### src/tsd_pkg.sv
// Shared types, constants and calendar functions for the timestamp difference block.
package tsd_pkg;

  localparam int unsigned YEAR_W    = 14;
  localparam int unsigned MONTH_W   = 4;
  localparam int unsigned DAY_W     = 5;
  localparam int unsigned HOUR_W    = 5;
  localparam int unsigned MINUTE_W  = 6;
  localparam int unsigned MILLIS_W  = 16;
  localparam int unsigned DIFF_W    = 50;
  localparam int unsigned DAYS_W    = 24;
  localparam int unsigned DDAYS_W   = DAYS_W + 1;
  localparam int unsigned INTRA_W   = 27;
  localparam int unsigned DINTRA_W  = INTRA_W + 1;
  localparam int unsigned PROD_W    = DDAYS_W + DINTRA_W;
  localparam int unsigned IN_DATA_W  = 104;
  localparam int unsigned OUT_DATA_W = 56;

  localparam int unsigned DEF_QUEUE_DEPTH = 4;

  localparam logic [INTRA_W-1:0] MS_PER_HOUR   = INTRA_W'(3600000);
  localparam logic [INTRA_W-1:0] MS_PER_MINUTE = INTRA_W'(60000);
  localparam logic signed [DINTRA_W-1:0] MS_PER_DAY = DINTRA_W'(86400000);

  localparam logic [MONTH_W-1:0] MONTH_FIRST = MONTH_W'(1);
  localparam logic [MONTH_W-1:0] MONTH_LAST  = MONTH_W'(12);

  // One stamp after the first front stage.
  typedef struct packed {
    logic [YEAR_W-1:0]  year;
    logic [7:0]         q100;
    logic [7:0]         qu100;
    logic [5:0]         qu400;
    logic [MONTH_W-1:0] month;
    logic [DAY_W-1:0]   day;
    logic [INTRA_W-1:0] intra;
  } tsd_stamp_t;

  // One item as it waits in the queue.
  typedef struct packed {
    logic               invalid;
    logic [DAYS_W-1:0]  days1;
    logic [DAYS_W-1:0]  days2;
    logic [INTRA_W-1:0] intra1;
    logic [INTRA_W-1:0] intra2;
  } tsd_entry_t;

  // Floor of x / 100 for x below 25600, by reciprocal multiplication.
  function automatic logic [7:0] div100(input logic [14:0] x);
    logic [27:0] p;
    p = 28'(x) * 28'd5243;
    return p[26:19];
  endfunction

  // Days before the first of the month, month index 0 to 11.
  function automatic logic [8:0] cum_days(input logic leap, input logic [3:0] idx);
    logic [8:0] d;
    unique case (idx)
      4'd0:    d = 9'd0;
      4'd1:    d = 9'd31;
      4'd2:    d = 9'd59;
      4'd3:    d = 9'd90;
      4'd4:    d = 9'd120;
      4'd5:    d = 9'd151;
      4'd6:    d = 9'd181;
      4'd7:    d = 9'd212;
      4'd8:    d = 9'd243;
      4'd9:    d = 9'd273;
      4'd10:   d = 9'd304;
      4'd11:   d = 9'd334;
      default: d = 9'd0;
    endcase
    if (leap && idx >= 4'd2) begin
      d = d + 9'd1;
    end
    return d;
  endfunction

endpackage

### src/tsd_front.sv
// Front end: accepts beats, checks months and turns each stamp into day and intraday counts.
module tsd_front
  import tsd_pkg::*;
(
  input  logic                 clk,
  input  logic                 rst_n,
  input  logic                 in_valid,
  output logic                 in_ready,
  input  logic [IN_DATA_W-1:0] in_data,
  output logic                 push,
  output tsd_entry_t           push_entry,
  input  logic                 queue_full
);

  logic       s1_vld_r, s1_vld_nxt;
  logic       s2_vld_r, s2_vld_nxt;
  logic       en;
  tsd_stamp_t s1a_r, s1a_nxt, s1b_r, s1b_nxt;
  logic       s1_inv_r, s1_inv_nxt;
  tsd_entry_t s2_r, s2_nxt;

  function automatic tsd_stamp_t stage1(input logic [49:0] f);
    tsd_stamp_t    s;
    logic [14:0]   y15;
    logic [14:0]   up400;
    y15     = 15'(f[13:0]);
    up400   = 15'(y15 + 15'd399);
    s.year  = f[13:0];
    s.q100  = div100(y15);
    s.qu100 = div100(15'(y15 + 15'd99));
    s.qu400 = 6'(div100(15'(up400 >> 2)));
    s.month = f[17:14];
    s.day   = f[22:18];
    s.intra = INTRA_W'(INTRA_W'(f[27:23]) * MS_PER_HOUR)
            + INTRA_W'(INTRA_W'(f[33:28]) * MS_PER_MINUTE)
            + INTRA_W'(f[49:34]);
    return s;
  endfunction

  function automatic logic month_bad(input logic [MONTH_W-1:0] m);
    return (m < MONTH_FIRST) || (m > MONTH_LAST);
  endfunction

  function automatic logic [DAYS_W-1:0] stage2(input tsd_stamp_t s);
    logic [YEAR_W-1:0] r100;
    logic              leap;
    logic [8:0]        cum;
    logic [DAYS_W-1:0] d;
    r100 = YEAR_W'(s.year - YEAR_W'(YEAR_W'(s.q100) * YEAR_W'(100)));
    leap = ((s.year[1:0] == 2'd0) && (r100 != '0)) ||
           ((r100 == '0) && (s.q100[1:0] == 2'd0));
    cum  = cum_days(leap, 4'(s.month - MONTH_FIRST));
    d    = DAYS_W'(DAYS_W'(s.year) * DAYS_W'(365))
         + DAYS_W'((DAYS_W'(s.year) + DAYS_W'(3)) >> 2)
         - DAYS_W'(s.qu100) + DAYS_W'(s.qu400)
         + DAYS_W'(cum) + DAYS_W'(s.day) - DAYS_W'(1);
    return d;
  endfunction

  assign en       = !s2_vld_r || !queue_full;
  assign in_ready = en;

  assign s1_vld_nxt = in_valid;
  assign s1a_nxt    = stage1(in_data[49:0]);
  assign s1b_nxt    = stage1(in_data[99:50]);
  assign s1_inv_nxt = month_bad(in_data[17:14]) || month_bad(in_data[67:64]);

  assign s2_vld_nxt    = s1_vld_r;
  assign s2_nxt.invalid = s1_inv_r;
  assign s2_nxt.days1  = stage2(s1a_r);
  assign s2_nxt.days2  = stage2(s1b_r);
  assign s2_nxt.intra1 = s1a_r.intra;
  assign s2_nxt.intra2 = s1b_r.intra;

  always_ff @(posedge clk) begin
    if (!rst_n) begin
      s1_vld_r <= 1'b0;
      s2_vld_r <= 1'b0;
    end else if (en) begin
      s1_vld_r <= s1_vld_nxt;
      s2_vld_r <= s2_vld_nxt;
    end
  end

  always_ff @(posedge clk) begin
    if (en) begin
      s1a_r    <= s1a_nxt;
      s1b_r    <= s1b_nxt;
      s1_inv_r <= s1_inv_nxt;
      s2_r     <= s2_nxt;
    end
  end

  assign push       = s2_vld_r && !queue_full;
  assign push_entry = s2_r;

endmodule

### src/tsd_queue.sv
// Small register queue between the front end and the back end.
module tsd_queue
  import tsd_pkg::*;
#(
  parameter int unsigned DEPTH = DEF_QUEUE_DEPTH
) (
  input  logic       clk,
  input  logic       rst_n,
  input  logic       push,
  input  tsd_entry_t push_entry,
  output logic       full,
  input  logic       pop,
  output logic       not_empty,
  output tsd_entry_t head
);

  localparam int unsigned PTR_W = (DEPTH > 1) ? $clog2(DEPTH) : 1;
  localparam int unsigned CNT_W = $clog2(DEPTH + 1);
  localparam logic [PTR_W-1:0] LAST = PTR_W'(DEPTH - 1);

  tsd_entry_t       mem_r [DEPTH];
  logic [PTR_W-1:0] wr_ptr_r, wr_ptr_nxt;
  logic [PTR_W-1:0] rd_ptr_r, rd_ptr_nxt;
  logic [CNT_W-1:0] count_r, count_nxt;

  assign full      = (count_r == CNT_W'(DEPTH));
  assign not_empty = (count_r != '0);
  assign head      = mem_r[rd_ptr_r];

  always_comb begin
    wr_ptr_nxt = wr_ptr_r;
    rd_ptr_nxt = rd_ptr_r;
    count_nxt  = count_r;
    if (push) begin
      wr_ptr_nxt = (wr_ptr_r == LAST) ? '0 : PTR_W'(wr_ptr_r + 1'b1);
    end
    if (pop) begin
      rd_ptr_nxt = (rd_ptr_r == LAST) ? '0 : PTR_W'(rd_ptr_r + 1'b1);
    end
    if (push && !pop) begin
      count_nxt = CNT_W'(count_r + 1'b1);
    end else if (pop && !push) begin
      count_nxt = CNT_W'(count_r - 1'b1);
    end
  end

  always_ff @(posedge clk) begin
    if (!rst_n) begin
      wr_ptr_r <= '0;
      rd_ptr_r <= '0;
      count_r  <= '0;
    end else begin
      wr_ptr_r <= wr_ptr_nxt;
      rd_ptr_r <= rd_ptr_nxt;
      count_r  <= count_nxt;
    end
  end

  always_ff @(posedge clk) begin
    if (push) begin
      mem_r[wr_ptr_r] <= push_entry;
    end
  end

endmodule

### src/tsd_back.sv
// Back end: forms day and intraday differences, scales days to ms, adds; zero if invalid.
module tsd_back
  import tsd_pkg::*;
(
  input  logic              clk,
  input  logic              rst_n,
  input  logic              avail,
  input  tsd_entry_t        head,
  output logic              pop,
  output logic              out_valid,
  input  logic              out_ready,
  output logic [DIFF_W-1:0] out_diff,
  output logic              out_invalid
);

  logic en;

  logic                       b1_vld_r, b1_vld_nxt;
  logic                       b1_inv_r, b1_inv_nxt;
  logic signed [DDAYS_W-1:0]  b1_dd_r, b1_dd_nxt;
  logic signed [DINTRA_W-1:0] b1_di_r, b1_di_nxt;

  logic                       b2_vld_r, b2_vld_nxt;
  logic                       b2_inv_r;
  logic signed [PROD_W-1:0]   b2_prod_r, b2_prod_nxt;
  logic signed [DINTRA_W-1:0] b2_di_r;

  logic                       out_vld_r, out_vld_nxt;
  logic [DIFF_W-1:0]          out_diff_r, out_diff_nxt;
  logic                       out_inv_r;

  assign en  = !out_vld_r || out_ready;
  assign pop = en && avail;

  assign b1_vld_nxt = avail;
  assign b1_inv_nxt = head.invalid;
  assign b1_dd_nxt  = DDAYS_W'($signed(head.days2)) - DDAYS_W'($signed(head.days1));
  assign b1_di_nxt  = $signed({1'b0, head.intra2}) - $signed({1'b0, head.intra1});

  assign b2_vld_nxt  = b1_vld_r;
  assign b2_prod_nxt = PROD_W'(b1_dd_r * MS_PER_DAY);

  assign out_vld_nxt  = b2_vld_r;
  assign out_diff_nxt = b2_inv_r ? '0
                      : DIFF_W'(b2_prod_r[DIFF_W-1:0] + DIFF_W'(b2_di_r));

  always_ff @(posedge clk) begin
    if (!rst_n) begin
      b1_vld_r  <= 1'b0;
      b2_vld_r  <= 1'b0;
      out_vld_r <= 1'b0;
    end else if (en) begin
      b1_vld_r  <= b1_vld_nxt;
      b2_vld_r  <= b2_vld_nxt;
      out_vld_r <= out_vld_nxt;
    end
  end

  always_ff @(posedge clk) begin
    if (en) begin
      b1_inv_r   <= b1_inv_nxt;
      b1_dd_r    <= b1_dd_nxt;
      b1_di_r    <= b1_di_nxt;
      b2_inv_r   <= b1_inv_r;
      b2_prod_r  <= b2_prod_nxt;
      b2_di_r    <= b1_di_r;
      out_inv_r  <= b2_inv_r;
      out_diff_r <= out_diff_nxt;
    end
  end

  assign out_valid   = out_vld_r;
  assign out_diff    = out_diff_r;
  assign out_invalid = out_inv_r;

endmodule

### src/timestamp_difference.sv
// Top level of the Gregorian timestamp difference block.
// Each input beat carries two stamps and yields one output beat with the signed
// difference, second minus first, in milliseconds, or zero with the invalid flag
// set when either month lies outside 1 to 12. The block takes one beat per clock
// cycle while the front end is not stalled by a full queue. A beat passes two front
// stages, the queue and three back stages; the back end holds the single
// day-to-millisecond multiply. The queue of QUEUE_DEPTH entries lets the front
// keep accepting while the output is held, until the queue fills.
module timestamp_difference
  import tsd_pkg::*;
#(
  parameter int unsigned QUEUE_DEPTH = DEF_QUEUE_DEPTH
) (
  input  logic                  clk,
  input  logic                  rst_n,
  input  logic                  in_tvalid,
  output logic                  in_tready,
  // first_year, first_month, first_day, first_hour, first_minute, first_millis,
  // second_year, second_month, second_day, second_hour, second_minute,
  // second_millis, then zero padding.
  input  logic [IN_DATA_W-1:0]  in_tdata,
  output logic                  out_tvalid,
  input  logic                  out_tready,
  // difference_ms, then zero padding.
  output logic [OUT_DATA_W-1:0] out_tdata,
  // input_invalid.
  output logic                  out_tuser
);

  logic              push;
  tsd_entry_t        push_entry;
  logic              queue_full;
  logic              pop;
  logic              not_empty;
  tsd_entry_t        head;
  logic [DIFF_W-1:0] diff;

  tsd_front u_front (
    .clk        (clk),
    .rst_n      (rst_n),
    .in_valid   (in_tvalid),
    .in_ready   (in_tready),
    .in_data    (in_tdata),
    .push       (push),
    .push_entry (push_entry),
    .queue_full (queue_full)
  );

  tsd_queue #(
    .DEPTH (QUEUE_DEPTH)
  ) u_queue (
    .clk        (clk),
    .rst_n      (rst_n),
    .push       (push),
    .push_entry (push_entry),
    .full       (queue_full),
    .pop        (pop),
    .not_empty  (not_empty),
    .head       (head)
  );

  tsd_back u_back (
    .clk         (clk),
    .rst_n       (rst_n),
    .avail       (not_empty),
    .head        (head),
    .pop         (pop),
    .out_valid   (out_tvalid),
    .out_ready   (out_tready),
    .out_diff    (diff),
    .out_invalid (out_tuser)
  );

  assign out_tdata = {{(OUT_DATA_W - DIFF_W){1'b0}}, diff};

endmodule

### config.mk
export PLATFORM = sky130hd
export DESIGN_NAME = timestamp_difference
export DESIGN_NICKNAME = d
export VERILOG_FILES = /design/src/tsd_pkg.sv /design/src/tsd_front.sv /design/src/tsd_queue.sv /design/src/tsd_back.sv /design/src/timestamp_difference.sv
export SDC_FILE = /design/constraint.sdc
export NUM_CORES = 2
export LEC_CHECK = 0
export CAP_MARGIN = 20
export CORE_UTILIZATION = 70
export DETAILED_ROUTE_END_ITERATION = 8
export DONT_BUFFER_PORTS = 1
export PLACE_DENSITY = 0.88
export SETUP_SLACK_MARGIN = 0.05
export SLEW_MARGIN = 20
export SYNTH_ARGS = -nofsm -noshare
export SYNTH_HDL_FRONTEND = slang
export SYNTH_HIERARCHICAL = 1
export SYNTH_SLANG_ARGS = --single-unit
### constraint.sdc
create_clock -name clk -period 13.99 [get_ports clk]
set_clock_uncertainty 0.05 [all_clocks]
set_input_delay 1.399 -clock clk [delete_from_list [all_inputs] [get_ports clk]]
set_output_delay 1.399 -clock clk [all_outputs]
set_load 0.1 [all_outputs]
# --- Yosys cells after proc, flatten, opt, wreduce, memory -nomap -nowiden ---
# Memory sizes are Yosys's and may differ from the RTL's. A register that Yosys moved wholly into a read port is not among the register bits.
# Index checks and enable logic that the tools add are counted.
op_classes:
  add_sub_neg: 35
  n_div: 0
  mux: 10
  bitwise: 0
  multipliers: 15
  n_lt_le_gt_ge: 6
  reduce_logical: 32
  n_eq_ne: 3
  shift: 0
op_table:
  columns: ["cell", "n"]
  rows:
  - ["27-bit by 16-bit adder with 27-bit output", 2]
  - ["27-bit by 22-bit adder with 27-bit output", 2]
  - ["14-bit by 13-bit multiplier with 27-bit output, second input constant", 2]
  - ["15-bit by 13-bit multiplier with 27-bit output, second input constant", 2]
  - ["50-bit adder", 1]
  - ["13-bit by 13-bit multiplier with 25-bit output, second input constant", 2]
  - ["23-bit by 22-bit adder with 24-bit output", 2]
  - ["24-bit by 5-bit adder with 24-bit output", 2]
  - ["24-bit by 6-bit adder with 24-bit output", 2]
  - ["24-bit by 9-bit adder with 24-bit output", 2]
  - ["24-bit by 1-bit subtractor with 24-bit output, second input constant", 2]
  - ["24-bit by 8-bit subtractor with 24-bit output", 2]
  - ["14-bit by 9-bit multiplier with 23-bit output, second input constant", 2]
  - ["25-bit by 18-bit multiplier with 40-bit output, second input constant", 1]
  - ["5-bit by 15-bit multiplier with 20-bit output, second input constant", 2]
  - ["6-bit by 11-bit multiplier with 17-bit output, second input constant", 2]
  - ["14-bit by 2-bit adder with 15-bit output, second input constant", 2]
  - ["14-bit by 7-bit adder with 15-bit output, second input constant", 2]
  - ["14-bit by 9-bit adder with 15-bit output, second input constant", 2]
  - ["14-bit logical NOT", 2]
  - ["14-bit nonzero test", 2]
  - ["14-bit subtractor", 2]
  - ["27-bit by 27-bit subtractor with 28-bit output", 1]
  - ["24-bit by 24-bit subtractor with 25-bit output", 1]
  - ["21 further kinds", 57]
totals:
  latchBits: 0
  n_memories: 3
  ff_bits: 434
  out_inout_bits: 59
  mem_bits_ro: 288
  ramBits: 412
memory_table:
  columns: ["name", "words", "width", "rd", "rd_clocked_by_memory_dff", "write_ports", "line", "rtl"]
  rows:
  - ["u_queue.mem_r", 4, 103, 1, 1, 1, "tsd_queue.sv:21", "tsd_entry_t mem_r [DEPTH];"]
  - ["(name not given)", 16, 9, 1, 0, 0, "tsd_pkg.sv:58", "unique case (idx)"]
  - ["(name not given)", 16, 9, 1, 0, 0, "tsd_pkg.sv:58", null]

# --- Depth between registers and ports, before layout ---
depth:
  ltp_word: 10
  ltp_mapped: 38
  mapped_depth_nobuf: 38

# --- Modules after synthesis ---
# The synthesis kept the hierarchy.
by_module_without_submodules:
  columns: ["module", "cells_per_inst", "area_each_um2", "instances"]
  rows:
  - ["tsd_front", 4529, 47304.1, 1]
  - ["tsd_back", 1848, 18360.1, 1]
  - ["tsd_queue", 582, 15396.0, 1]
  - ["timestamp_difference", 7, 48.8, 1]

# --- Worst setup path before layout ---
# Ideal clock, no wire load.
synth_path:
  path_type: "reg2reg"
  startpoint: "register u_front/s1a_r[52] in the netlist's numbering"
  endpoint: "register u_front.s2_r, in the netlist u_front/push_entry[99], data pin"
  required_ns: 13.681
  path_stages_with_launch: 35
  setup_ns: 0.259
  arrival_time_ns: 8.824
  n_path_buf: 0
  slack_ns: 4.857
  path_cell_list: "edfxtp_1 ha_1 ha_1 fa_1 ha_1 a21o_1 a21oi_1 o21bai_1 a21oi_1 xor2_1 ha_1 nor2b_1 nor4b_1 nor4_1 mux2i_1 a21oi_1 nand2_1 xor2_1 fa_1 fa_1 inv_1 fa_1 fa_1 fa_1 ha_1 ha_1 or4_4 or2_0 o221a_2 a211oi_2 nor2_2 o211a_1 o21a_1 nor2_1 xnor2_1"
synth_rtl:
  columns: ["element", "line", "rtl"]
  rows:
  - ["start, declared", "tsd_front.sv:18", "tsd_stamp_t s1a_r, s1a_nxt, s1b_r, s1b_nxt;"]
  - ["start signal, assigned", "tsd_front.sv:87", "s1a_r <= s1a_nxt;"]
  - ["end signal, assigned", "tsd_front.sv:90", "s2_r <= s2_nxt;"]
  - ["end, declared", "tsd_front.sv:20", "tsd_entry_t s2_r, s2_nxt;"]

==> summary.txt <==
Outcome
  • Outcome: finished with violations
  • Failing checks: DRC

Hold path
  • Worst Hold Class: register to register

Clock network
  • PostCTS Resize Cnt: 0
  • Clock Pin Slew Worst Setup and Hold Paths: 0.06 ns
  • Worst skew pair latency: 0.67 ns
  • Sink Count: 848
  • TritonCTS buffer count: 87
  • Hold-fix buffers, CTS: 0
  • Root Driver: clkbuf_16
  • Clk buf depth: 3
  • CTS tree: done
  • Postcts setup bufs: 0
  • Max H-tree Level: 3

Global route
  • Vias in the first global route: 55.0k
  • GRT Residual Overflow: 0
  • Largest net degree at the start of global routing: 90
  • First-pass GRT wire length: 284,000 µm
  • GRT Util Overall: 30.9%
  • Antenna violations before repair: 14

Logic synthesis
  • Mapped Cells: 6,966
  • Dominant synthesized flop cell: edfxtp_1
  • Synth top area share: 30.9%
  • Number of synthesized register bits: 848
  • Cell area after synthesis: 81,100 µm²
  • Number of synthesized flops with an enable pin: 834
  • Synth cell types: 100
  • Synth area leader: edfxtp_1
  • Synth Warn #: 6
  • Area contributors post-synth: edfxtp_1, ha_1, fa_1, inv_1, xnor2_1
  • Sequential element share of the synthesized area: 31.2%
  • Synthesized area per cell: 11.6 µm²
  • Async SR Flop Fraction: 0%

Setup path
  • Crit path arrival time: 10.37 ns
  • Max Fanout on Critical Path: 7
  • Critical Path End Type: register
  • Slowest-stage cell, CP: or4_4
  • Worst path bufs/invs: 1
  • Largest stage delay on the critical path: 0.57 ns
  • Crit Path Class: register to register
  • WP data required: 14.35 ns
  • Startpoint types: register
  • Top cell family by delay on the critical path: adder cells

Route
  • Met3 Wirelength: 11,700 µm
  • Antenna Nets Post-Route: 0
  • WL met1: 70,900 µm
  • Routed len/inst: 20.5 µm
  • Met2 routed WL: 87,700 µm
  • Top layer in use: met5
  • Drt first-iter violations: 3,850
  • Vias: 51.1k
  • TritonRoute pass-1 iters: 9
  • Total Routed Length: 177,000 µm
  • DRC violations left: 32
  • Vias per inst: 5.93

Finish
  • Area growth, synth to finish: 5.73%
  • Nets: 9,310
  • Most frequent cells in the layout: inv_1, ha_1, edfxtp_1, fa_1, xnor2_1
  • Layout cell share with drive strength beyond 1: 4.42%
  • Multi-input gate area: 49,300 µm²
  • # fillers: 6,930
  • Commonest non-fill, non-tap cell in the layout: inv_1
  • Seq. cell area: 25,300 µm²
  • Layout Utilization: 74.8%

Timing
  • Worst rel slew slack: 25.9%
  • Slew Limit Fails: 0
  • RSZ-0062 raised after global routing: false
  • FMAX: 99.9 MHz
  • Final TNS setup: 0 ns
  • Final Hold Vio Count: 0
  • Final Critical Period: 10.01 ns
  • Final period util: 71.5%
  • Worst slew pin tran: 1.11 ns
  • Setup violators final: 0

Place
  • RePlAce Congestion: 0.916
  • Port Buffer Count: 0
  • DP HPWL: 136,000 µm

Floorplan
  • DIE AREA: 117,000 µm²
  • Vert. Die Dim: 342 µm
  • Core area: 115,000 µm²
  • Ports: 167
  • Row count: 124
  • DIE WIDTH: 342 µm
  • Initial core utilization: 70.7%

Flow run
  • Max-cap violation count: 0
==> worst reg2reg max path, delay by kind of cell, from the launching register on <==
| kind | cells | cell delay [ns] |
|---|---|---|
| AO/OA/AOI/OAI | 10 | 2.31 |
| XOR/XNOR | 3 | 0.44 |
| adder cells (fa/ha/maj) | 12 | 4.79 |
| buffers and inverters | 1 | 0.05 |
| flip-flops | 1 | 0.42 |
| multiplexers | 1 | 0.17 |
| AND/OR/NAND/NOR | 7 | 1.53 |
==> path summary, 6_finish.rpt <==
check	from	endpoint	slack, ns	cells after the start
max	u_front/s1a_r[52]	u_front/push_entry[101]	3.98	34
min	u_front/s1a_r[6]	u_front/push_entry[33]	0.36	0
max reg2reg	u_front/s1a_r[52]	u_front/push_entry[101]	3.98	34
min reg2reg	u_front/s1a_r[6]	u_front/push_entry[33]	0.36	0
==> through the flow <==
| stage | setup slack (ns) | cell area [µm²] | cells | hold WS (ns) |
|---|---|---|---|---|
| final | 3.98 | 85800 | 8608 | 0.362 |
| after global routing | 3.59 | 85700 | 8605 | 0.368 |
| after CTS | 4.07 | 85700 | 8600 | 0.361 |
| after detailed placement | 4.14 | 82800 | 8445 | 0.355 |
| after global placement | 4.29 | 82800 | 8445 | 0.351 |
| after floorplan | 4.86 | 81100 | 6971 | 0.350 |
==> per-layer routing <==
layer  track usage [%]  up-vias
li1                  -    23500
met2              53.4     1826
met4              10.6        6
met1              39.2    25300
met3              5.64      447
met5                 0        -
==> registers in the layout, indices dropped and copies added (netlist names), 28 cells and up, named ones only <==
signal and cells:
u_back/b2_di_r 28, u_back/b2_prod_r 40, u_back/b1_di_r 28, u_back/out_diff 50, u_front/push_entry 103, u_front/s1b_r 72
u_front/s1a_r 72, u_queue/mem_r 412
==> layout make-up <==
type / count / share of cell area, %
Sequential cell: 848 / 29.5
Clock buffer: 102 / 2.63
Clock inverter: 53 / 0.770
Inverter: 1638 / 7.17
Multi-Input combinational cell: 4428 / 57.5
Antenna cell: 7 / 0.0204
Tap cell: 1512 / 2.21
Timing Repair Buffer: 20 / 0.198
==> Yosys cell counts, types with 9 or more instances <==
cell          n
nand2_1     185
o41ai_1      10
nor3b_1       9
mux2i_1      17
and2_1       21
o211ai_1     23
nor3_1       71
or4_1         9
fa_1        789
nor2b_1      71
a31oi_1      31
nand3_1      73
ha_1       1390
mux4_2      103
xor2_1      109
or3_1        23
buf_2        11
a211oi_1     32
o21a_1       48
nand4_1      21
clkbuf_1     23
nand2b_1     37
o21bai_1     36
dfxtp_1      14
o2111ai_1    12
a21boi_0     14
edfxtp_1    834
nor2_1      235
o21ai_0     155
and3_1       34
a21o_1      100
a211o_1      10
a21oi_1     246
nor4_1       12
inv_1      1638
xnor2_1     312
buf_4         9
or2_2        17
==> cell families (layout without fill, tap and decap cells) <==
| group | Yosys count | in the layout | synth area share, % |
|---|---|---|---|
| compound gates | 839 | 839 | 6.77 |
| simple gates | 855 | 855 | 5.24 |
| xor+xnor | 424 | 424 | 4.63 |
| flops | 848 | 848 | 31.2 |
| other cells | 1 | 13 | 0.00462 |
| buf+inv | 1695 | 1813 | 8.07 |
| mux | 125 | 125 | 3.14 |
| fa+ha+maj | 2179 | 2179 | 40.9 |
Power is not shown: default switching activity piles up to over one toggle a cycle in this logic, so the estimate is an artifact.
